--- src/complex_arithmetic_unit_assert.svh ---
// ----------------------------------------------------------------------------
// Complex arithmetic unit assertion macros
// Shared property macros for the complex arithmetic unit.
// ----------------------------------------------------------------------------
`ifndef COMPLEX_ARITHMETIC_UNIT_ASSERT_SVH
`define COMPLEX_ARITHMETIC_UNIT_ASSERT_SVH

// Same-cycle implication, checked out of reset.
`define CAU_ASSERT_IMPLY(label, clk, rstn, ante, cons) \
    label: assert property (@(posedge clk) disable iff (!rstn) (ante) |-> (cons)) \
        else $error("assertion failed");

// Next-cycle implication, checked during reset too.
`define CAU_ASSERT_NEXT(label, clk, ante, cons) \
    label: assert property (@(posedge clk) (ante) |=> (cons)) \
        else $error("assertion failed");

`endif

--- src/cau_pkg.sv ---
// ----------------------------------------------------------------------------
// Complex arithmetic unit package
// Operation codes and the classification record passed front to back.
// ----------------------------------------------------------------------------
package cau_pkg;

    typedef enum logic [1:0] {
        OP_ADD = 2'd0,
        OP_SUB = 2'd1,
        OP_MUL = 2'd2,
        OP_DIV = 2'd3
    } op_e_t;

    typedef struct packed {
        op_e_t op;
        logic  zero_div;
    } class_t;

    localparam int RES_W    = 32;
    localparam int OUT_FRAC = 16;
    localparam int N_STEPS  = RES_W;

endpackage

--- src/cau_front.sv ---
// ----------------------------------------------------------------------------
// Complex arithmetic unit front end
// Accept operand transfers and classify them for the back end.
// ----------------------------------------------------------------------------
module cau_front
    import cau_pkg::*;
#(
    parameter int W = 16
) (
    input  logic           s_valid,
    output logic           s_ready,
    input  logic [1:0]     mode,
    input  logic [W-1:0]   b_real,
    input  logic [W-1:0]   b_imag,
    input  logic           q_full,
    output logic           q_push,
    output class_t         cls
);

    assign s_ready = !q_full;
    assign q_push  = s_valid && !q_full;

    // Decode the operation and flag a zero divisor up front.
    always_comb begin
        cls.op       = op_e_t'(mode);
        cls.zero_div = (op_e_t'(mode) == OP_DIV) && (b_real == '0) && (b_imag == '0);
    end

endmodule

--- config.mk ---
export PLATFORM = sky130hd
export DESIGN_NAME = cau_front
export DESIGN_NICKNAME = d
export VERILOG_FILES = /design/src/complex_arithmetic_unit_assert.svh /design/src/cau_pkg.sv /design/src/cau_front.sv
export SDC_FILE = /design/constraint.sdc
export NUM_CORES = 1
export LEC_CHECK = 0
export ABC_AREA = 1
export BUFFER_PORTS_ARGS = -buffer_cell sky130_fd_sc_hd__buf_2
export CORE_AREA = 2 2 39 41
export DETAILED_ROUTE_END_ITERATION = 6
export DIE_AREA = 0 0 41 43
export PLACE_DENSITY = 0.53
export SYNTH_ARGS = -nofsm -noshare
export SYNTH_HDL_FRONTEND = slang
export SYNTH_SLANG_ARGS = --single-unit
--- constraint.sdc ---
create_clock -name vclk -period 0.8
set_input_delay 0 -clock vclk [all_inputs]
set_output_delay 0 -clock vclk [all_outputs]
set_load 0.1 [all_outputs]
==> flow_metrics.py <==
metrics = {
    "run_status": {
        "run_status": "finished clean",
    },
    "timing": {
        "fin_tns_setup_ns": 0,
        "fin_crit_sh_pct": 97.7,
        "finish_stage_setup_viols": 0,
        "fmax_mhz": 1280,
        "grt_setup_unrepaired": "true",
        "final-hold-violation-count": 0,
        "timing.max_slew.rel_slack_pct": 91.7,
        "max_slew.worst_pin.slew_ns": 0.125,
        "layout_min_cycle_time_ns": 0.782,
        "whs_ns": 0.283,
        "maxSlewViolCount": 0,
    },
    "yosys": {
        "mappedNetlistNets": 72,
        "syn-cell-area_um2": 145,
        "synth_xor_area_share_pct": 0,
        "ys_top_cells_by_area": "sky130_fd_sc_hd__nor2_1 (57%), sky130_fd_sc_hd__nand2_1 (21%), sky130_fd_sc_hd__buf_4 (10%)",
        "synthSimpleGateAreaFrac_pct": 84.5,
        "synth_area_leader_cell": "sky130_fd_sc_hd__nor2_1",
        "syn_inst": 36,
        "fraction_of_the_yosys_area_taken_by_sequential_cells_pct": 0,
        "synth_compound_gate_area_share_pct": 0,
        "synth.mux.area_fraction_pct": 0,
        "synth_top_family_by_area": "simple AND/OR/NAND/NOR gates",
        "synth-warning-count": 0,
        "synth.cells.most_frequent": "sky130_fd_sc_hd__nor2_1 (22), sky130_fd_sc_hd__nand2_1 (8), sky130_fd_sc_hd__buf_4 (2), sky130_fd_sc_hd__inv_1 (2), sky130_fd_sc_hd__nand3_1 (2)",
        "synth.lib_cells_used.distinct": 5,
        "post-synth-top-count-cell": "sky130_fd_sc_hd__nor2_1",
        "synth_fa_ha_area_share_pct": 0,
        "synth_area_per_cell_um2": 4.03,
        "post-synth-top-area-fraction_pct": 56.9,
    },
    "hold_path": {
        "hold_start": "mode[0]",
        "hold_path_class": "input port to output pin",
        "hold-path-endpoint": "cls[1]",
        "holdPathStages": 2,
    },
    "power": {
        "p_int_mw": 0.137,
        "power.share.switching_pct": 50.7,
        "total_switching_power_mw": 0.141,
        "irDropWorstVdd_uv": 172,
        "power-per-cell-area_mw_per_mm2": 538,
        "clock_power_share_pct": 0,
        "static-leakage-power_nw": 0.254,
        "share_seq_of_total_power_pct": 0,
        "share_comb_of_total_power_pct": 100.0,
    },
    "die": {
        "area_of_the_core_region_mm2": 0.00138,
        "boundaryPins": 41,
        "rows": 14,
        "dieWidth_um": 41,
        "die_ar_mm2": 0.00176,
        "start_util_pct": 10.5,
        "floorplan_die_height_um": 43,
    },
    "worst_setup_path": {
        "startpoint_type": "input port",
        "critical_path.max_stage_delay_ns": 0.18,
        "critPathCaptureType": "output pin",
        "crit_path_frequent_cell": "sky130_fd_sc_hd__nor2_2",
        "critPathMaxFanout": 1,
        "cpLargestDelayFamily": "simple AND/OR/NAND/NOR gates",
        "worstSetupPathType": "input port to output pin",
        "critical_path_arrival_ns": 0.78,
        "cp_num_buf_inv": 2,
        "critPathSlowestCell": "sky130_fd_sc_hd__buf_12",
        "cp_cell_sequence": "buf_6, nor2_2, nand2_1, nor2_2, nand3_2, nor2_4, buf_12",
        "worstPathRequired_ns": 0.80,
    },
    "final_layout": {
        "layout.nets": 113,
        "drive_above_1_share_pct": 69.3,
        "clkbuf_count": 0,
        "layout.area.seq_um2": 0,
        "flow.area_growth_from_synthesis_pct": 256,
        "multiInputGateArea_um2": 178,
        "sequential_cell_count": 0,
        "num-fill-cells": 155,
        "antennaDiodeCount": 0,
    },
    "cts": {
        "cts_hold_repair.buffers": 0,
    },
    "grt": {
        "number_of_antenna_violations_at_the_first_check_in_global_routing": 0,
        "groute.usage.overall_pct": 6.09,
        "grt_first_pass_wirelength_um": 821,
        "grt_overflow": 0,
        "grt_max_degree": 3,
        "via_count_of_the_first_global_routing_pass": 243,
    },
    "flow_run": {
        "drv_cap": 0,
    },
    "placed_design": {
        "port_buffer_cells": 41,
        "gp_congestion": 0.526,
        "dp_hpwl_um": 585,
    },
    "drt": {
        "drt_pass1_iterations": 1,
        "final_antenna_net_count": 0,
        "wl_per_cell_um": 6.90,
        "wl_um": 628,
        "drc": 0,
        "detailedRoute.firstIterationViolations": 0,
        "route.vias.total": 336,
        "routed_via_density": 3.69,
    },
}
## logic make-up after synthesis
family,Yosys count
buffers and inverters,4
AND/OR/NAND/NOR,32
## power groups by stage
stage	clock network (mW)	registers, mW	logic, mW
floorplan	0	0	0.120
global placement	0	0	0.254
detailed placement	0	0	0.256
CTS	0	0	0.260
global route	0	0	0.295
finish	0	0	0.278
## layout by cell type (no fill, tap or decap)
master                    instances
sky130_fd_sc_hd__nand3_2          1
sky130_fd_sc_hd__buf_12           5
sky130_fd_sc_hd__buf_6            5
sky130_fd_sc_hd__nor2_1          12
sky130_fd_sc_hd__nand3_1          1
sky130_fd_sc_hd__inv_1            2
sky130_fd_sc_hd__nor2_2           5
sky130_fd_sc_hd__nor2_4           5
sky130_fd_sc_hd__nand2_1          8
sky130_fd_sc_hd__buf_2           31
## metal layers
metal,share of wire (%),track usage (%),up-vias
met2,53,12.2,23
li1,-,-,184
met1,33,6.96,129
met4,0,0,0
met3,14,0,0
met5,0,0,-
## layout make-up
| type | count | share of cell area (%) |
|---|---|---|
| Timing Repair Buffer | 41 | 60.3 |
| Multi-Input combinational cell | 32 | 34.4 |
| Tap cell | 16 | 3.87 |
| Inverter | 2 | 1.45 |
## repair_timing
item / CTS / global route
pin swaps: 5 / 9
gates resized for setup: 3 / 9
setup endpoints to repair: 1 / 1
setup buffers: 0 / 0
hold endpoints to repair: 0 / 0
## worst max path at each step
stage                           from  cells after the start  endpoint
final                      b_imag[0]                      7    cls[0]
after global routing       b_imag[0]                      7    cls[0]
after CTS                  b_imag[6]                      7    cls[0]
after detailed placement  b_real[15]                      7    cls[0]
after global placement     b_real[5]                      7    cls[0]
after floorplan            b_real[3]                      5    cls[0]
## through the flow
stage	std cells	util [%]	area, µm²	total power [mW]	setup WS, ns
final	91	37.3	517	0.278	0.0182
after global routing	91	37.3	517	0.295	-0.0412
after CTS	91	34.4	477	0.260	0.00291
after detailed placement	91	33.5	463	0.256	-0.0485
after global placement	91	33.5	463	0.254	-0.0341
after floorplan	36	-	178	0.120	-0.0329
Power figures use the tool's default switching activity.
