## src/complex_arithmetic_unit_assert.svh

```systemverilog
// ----------------------------------------------------------------------------
// Complex arithmetic unit assertion macros
// Shared property macros for the complex arithmetic unit.
// ----------------------------------------------------------------------------
`ifndef COMPLEX_ARITHMETIC_UNIT_ASSERT_SVH
`define COMPLEX_ARITHMETIC_UNIT_ASSERT_SVH

// Same-cycle implication, checked out of reset.
`define CAU_ASSERT_IMPLY(label, clk, rstn, ante, cons) \
    label: assert property (@(posedge clk) disable iff (!rstn) (ante) |-> (cons)) \
        else $error("assertion failed");

// Next-cycle implication, checked during reset too.
`define CAU_ASSERT_NEXT(label, clk, ante, cons) \
    label: assert property (@(posedge clk) (ante) |=> (cons)) \
        else $error("assertion failed");

`endif

```

## src/cau_pkg.sv

```systemverilog
// ----------------------------------------------------------------------------
// Complex arithmetic unit package
// Operation codes and the classification record passed front to back.
// ----------------------------------------------------------------------------
package cau_pkg;

    typedef enum logic [1:0] {
        OP_ADD = 2'd0,
        OP_SUB = 2'd1,
        OP_MUL = 2'd2,
        OP_DIV = 2'd3
    } op_e_t;

    typedef struct packed {
        op_e_t op;
        logic  zero_div;
    } class_t;

    localparam int RES_W    = 32;
    localparam int OUT_FRAC = 16;
    localparam int N_STEPS  = RES_W;

endpackage

```

## src/cau_queue.sv

```systemverilog
// ----------------------------------------------------------------------------
// Complex arithmetic unit queue
// Two-entry FIFO that decouples the front end from the back end.
// ----------------------------------------------------------------------------
module cau_queue
    import cau_pkg::*;
#(
    parameter int DW = 8
) (
    input  logic          aclk,
    input  logic          aresetn,
    input  logic          push,
    input  logic [DW-1:0] push_data,
    output logic          full,
    input  logic          pop,
    output logic          head_valid,
    output logic [DW-1:0] head_data
);

    logic [DW-1:0] mem_reg [2];
    logic          wr_ptr_reg, wr_ptr_next;
    logic          rd_ptr_reg, rd_ptr_next;
    logic [1:0]    count_reg, count_next;
    logic          do_pop;

    // Report full while in reset so nothing is taken in.
    assign full       = (count_reg == 2'd2) || !aresetn;
    assign head_valid = (count_reg != 2'd0);
    assign head_data  = mem_reg[rd_ptr_reg];
    assign do_pop     = pop && head_valid;

    always_comb begin
        wr_ptr_next = push ? !wr_ptr_reg : wr_ptr_reg;
        rd_ptr_next = do_pop ? !rd_ptr_reg : rd_ptr_reg;
        count_next  = count_reg + {1'b0, push} - {1'b0, do_pop};
    end

    always_ff @(posedge aclk) begin
        if (push) begin
            mem_reg[wr_ptr_reg] <= push_data;
        end
    end

    always_ff @(posedge aclk) begin
        if (!aresetn) begin
            wr_ptr_reg <= 1'b0;
            rd_ptr_reg <= 1'b0;
            count_reg  <= 2'd0;
        end else begin
            wr_ptr_reg <= wr_ptr_next;
            rd_ptr_reg <= rd_ptr_next;
            count_reg  <= count_next;
        end
    end

endmodule

```

## config.mk

```make
export PLATFORM = sky130hd
export DESIGN_NAME = cau_queue
export DESIGN_NICKNAME = d
export VERILOG_FILES = /design/src/complex_arithmetic_unit_assert.svh /design/src/cau_pkg.sv /design/src/cau_queue.sv
export SDC_FILE = /design/constraint.sdc
export NUM_CORES = 1
export LEC_CHECK = 0
export BUFFER_PORTS_ARGS = -buffer_cell sky130_fd_sc_hd__clkbuf_2
export CAP_MARGIN = 40
export CORE_ASPECT_RATIO = 1.25
export CORE_MARGIN = 3
export CORE_UTILIZATION = 30
export CTS_BUF_LIST = sky130_fd_sc_hd__clkbuf_4
export CTS_CLUSTER_DIAMETER = 50
export DETAILED_ROUTE_END_ITERATION = 16
export PLACE_DENSITY = 0.55
export SLEW_MARGIN = 20
export SYNTH_ARGS = -nofsm -noshare
export SYNTH_HDL_FRONTEND = slang
export SYNTH_SLANG_ARGS = --single-unit
```

## constraint.sdc

```tcl
create_clock -name aclk -period 1.53 [get_ports aclk]
set_input_delay 0.0765 -clock aclk [delete_from_list [all_inputs] [get_ports aclk]]
set_output_delay 0.0765 -clock aclk [all_outputs]
set_load 0.005 [all_outputs]
```

==> reports/qor.csv <==
metric,value,unit
status,completed,
post-route ant nets,0,
initial antenna violation count,0,
CTS tree,built,
Async SR Flop Fraction,0,
area grow syn2layout,31.5,%
pwr/cell area,1280,mW/mm²
min Tclk post-route,1.43,ns
critical path capture point type,flop,
Clock Sinks,21,
vias in the first global route,524,
"Top FF cell, synth",edfxtp_1,
most area-consuming cells after synthesis,"edfxtp_1 58%, dfxtp_1 12%, mux2_2 11%",
max reg flops,16,
Int Power,0.00104,W
sequential area share after synthesis,0.705,
post-synthesis adder-cell area fraction,0.0304,
"area leader, netlist",edfxtp_1,
net count after synthesis,63,
global-route wire length before repair,2180,µm
critical path required time,1.77,ns
Num CTS Buffers,3,
synth unique cells,16,
Yosys reg bits,21,
register share of total power,0.529,
reg2reg setup slack,0.1,ns
gpl congestion,0.680,
First-pass DRT Iterations,3,
Initial Util,0.326,
Global Route Usage Sum,0.0856,
Setup Buffers After CTS,0,
f_max,0.699,GHz
Worst-path clk slew,0.10,ns
sw power,0.000346,W
CP startpoint,count_reg[1]$_SDFF_PN0_,
WP data arrival,1.67,ns
R2R cell count,6,
core box area,0.00253,mm²
clock buffer depth,2,
clock skew,0.000634,ns
die width,52.9,µm
VDD IR max,688,µV
startpoint types,flop,
synthesized area,823,µm²
drt first-iter violations,2,
Post-route DRC,0,
total grt overflow,0,
Slew headroom,0.743,
num rows,20,
via count,494,
Logic pwr share,0.280,
Ports,22,
Net Sw Frac,0.249,
worst-margin pin slew,0.385,ns
"EDFF count, synth",16,
final hold violation count,0,
final WL,1250,µm
RSZ-0062 raised after global routing,false,
fin. max-slew vios,0,
Nets,97,
Mean Syn Cell Area,16.8,µm²
setup TNS,0,ns
Via density,4.30,
Reg-to-Reg Start,count_reg[1]$_SDFF_PN0_,
mux share of post-synthesis cell area,0.134,
Syn. warnings,0,
Crit Path Max Fanout,3,
placed insts,103,
PnR worst setup slack,0.0997,ns
CTS H-tree lvls,1,
Die ar.,0.00341,mm²
Compound-Gate Fraction of Synth Area,0.0258,
most numerous cell in the Yosys netlist,edfxtp_1,
largest family of logic cells by synthesized area,multiplexers,
fin area,0.00108,mm²
hold_ws,0.0595,ns
final instance count without filler cells,115,
Setup WS pre-CTS,0.116,ns
Area after DPL,972,µm²
post-synthesis simple-gate area fraction,0.0578,
clock latency on the worst-skew pair,0.28,ns
wire length per cell,10.9,µm
final critical-path share of the clock period,0.935,
CP endpoint,count_reg[1]$_SDFF_PN0_,
"top cells by count, synth","16 x edfxtp_1, 8 x mux2_2, 5 x dfxtp_1, 3 x inv_1",
input/output buffers,21,
critical path type,flop to flop,
XOR/XNOR share of the synthesized area,0.0274,
Die Y,64.6,µm
top-area cell type share of the netlist area,0.584,
Diodes inserted,0,
Lkg Pwr,0.440,nW
clock share of power,0.191,
pin count of the biggest net entering global routing,12,
Reg-to-Reg End,count_reg[1]$_SDFF_PN0_,
Cells after Synth,49,
clk root buf,clkbuf_4,
endpoints failing setup,0,
Worst Hold Class,input port to flop,
proportion of layout cells with a drive suffix above 1,0.439,
Max-cap violations,0,
worst max-delay path, cell delays in order, from the launching register on:
cell and delay (ns):
dfxtp_1 0.35, o21a_2 0.25, ha_1 0.27, inv_1 0.06
ha_1 0.14, xnor3_1 0.23, nor2b_2 0.10
timing repair:
item / in CTS / in global routing
gates resized for setup: 0 / 0
endpoints found under the hold margin: 16 / 0
endpoints found under the setup margin: 0 / 0
hold buffers: 8 / 0
logic make-up (layout without fill, tap and decap cells):
kind of cell    after synthesis  after routing
simple gates                  8              8
flops                        21             21
compound gates                3              3
mux                          10             10
xor+xnor                      1              1
buf+inv                       4             37
fa+ha+maj                     2              2
through the flow:
| step | total power [W] | util |
|---|---|---|
| 2_1_floorplan | 0.00100 | - |
| 3_3_place_gp | 0.00112 | 0.385 |
| 3_5_place_dp | 0.00113 | 0.385 |
| 4_1_cts | 0.00142 | 0.428 |
| 5_1_grt | 0.00149 | 0.428 |
| 6_report | 0.00139 | 0.428 |
worst min-delay path by stage:
stage | slack, ns | cells past startpoint | to | from
after floorplan | 0.18 | 0 | mem_reg[0][0]$_DFFE_PP_ | push_data[0]
after global placement | 0.27 | 1 | mem_reg[0][0]$_DFFE_PP_ | push_data[0]
after detailed placement | 0.27 | 1 | mem_reg[1][6]$_DFFE_PP_ | push_data[6]
after CTS | 0.05 | 2 | wr_ptr_reg$_SDFFE_PN0P_ | aresetn
after global routing | 0.07 | 2 | wr_ptr_reg$_SDFFE_PN0P_ | aresetn
final | 0.06 | 2 | wr_ptr_reg$_SDFFE_PN0P_ | aresetn
final cells by class:
type | count | area [µm²]
multi-input combinational | 24 | 226
clock buffer | 4 | 30.0
fill | 243 | 1450
inverter | 3 | 11.3
timing repair buffer | 30 | 193
tap | 33 | 41.3
sequential | 21 | 581
metal layers:
metal | global-route usage | share of wire | up-vias
li1 | - | - | 243
met1 | 0.0999 | 0.46 | 231
met2 | 0.149 | 0.47 | 18
met3 | 0.0138 | 0.062 | 2
met4 | 0.0383 | 0.0080 | 0
met5 | 0 | 0 | -
placed cells by master (no fill, tap or decap):
cell	n
dfxtp_1	5
o21ai_0	1
inv_1	3
and2_1	2
nor2b_1	2
nand2_1	2
clkbuf_4	4
nand2b_1	1
buf_4	1
dlygate4sd3_1	8
o21a_2	1
nor2b_2	1
mux2_2	8
ha_1	2
o21a_1	1
clkbuf_2	21
mux2i_1	2
edfxtp_1	16
xnor3_1	1
power groups by stage:
stage / clock network, W / registers [W] / logic [W]
5_1_grt: 0.000301 / 0.000747 / 0.000438
3_5_place_dp: 0 / 0.000750 / 0.000379
2_1_floorplan: 0 / 0.000719 / 0.000284
3_3_place_gp: 0 / 0.000749 / 0.000373
4_1_cts: 0.000280 / 0.000739 / 0.000398
6_report: 0.000265 / 0.000735 / 0.000388
Note: power is estimated with default switching activity, not from simulation.
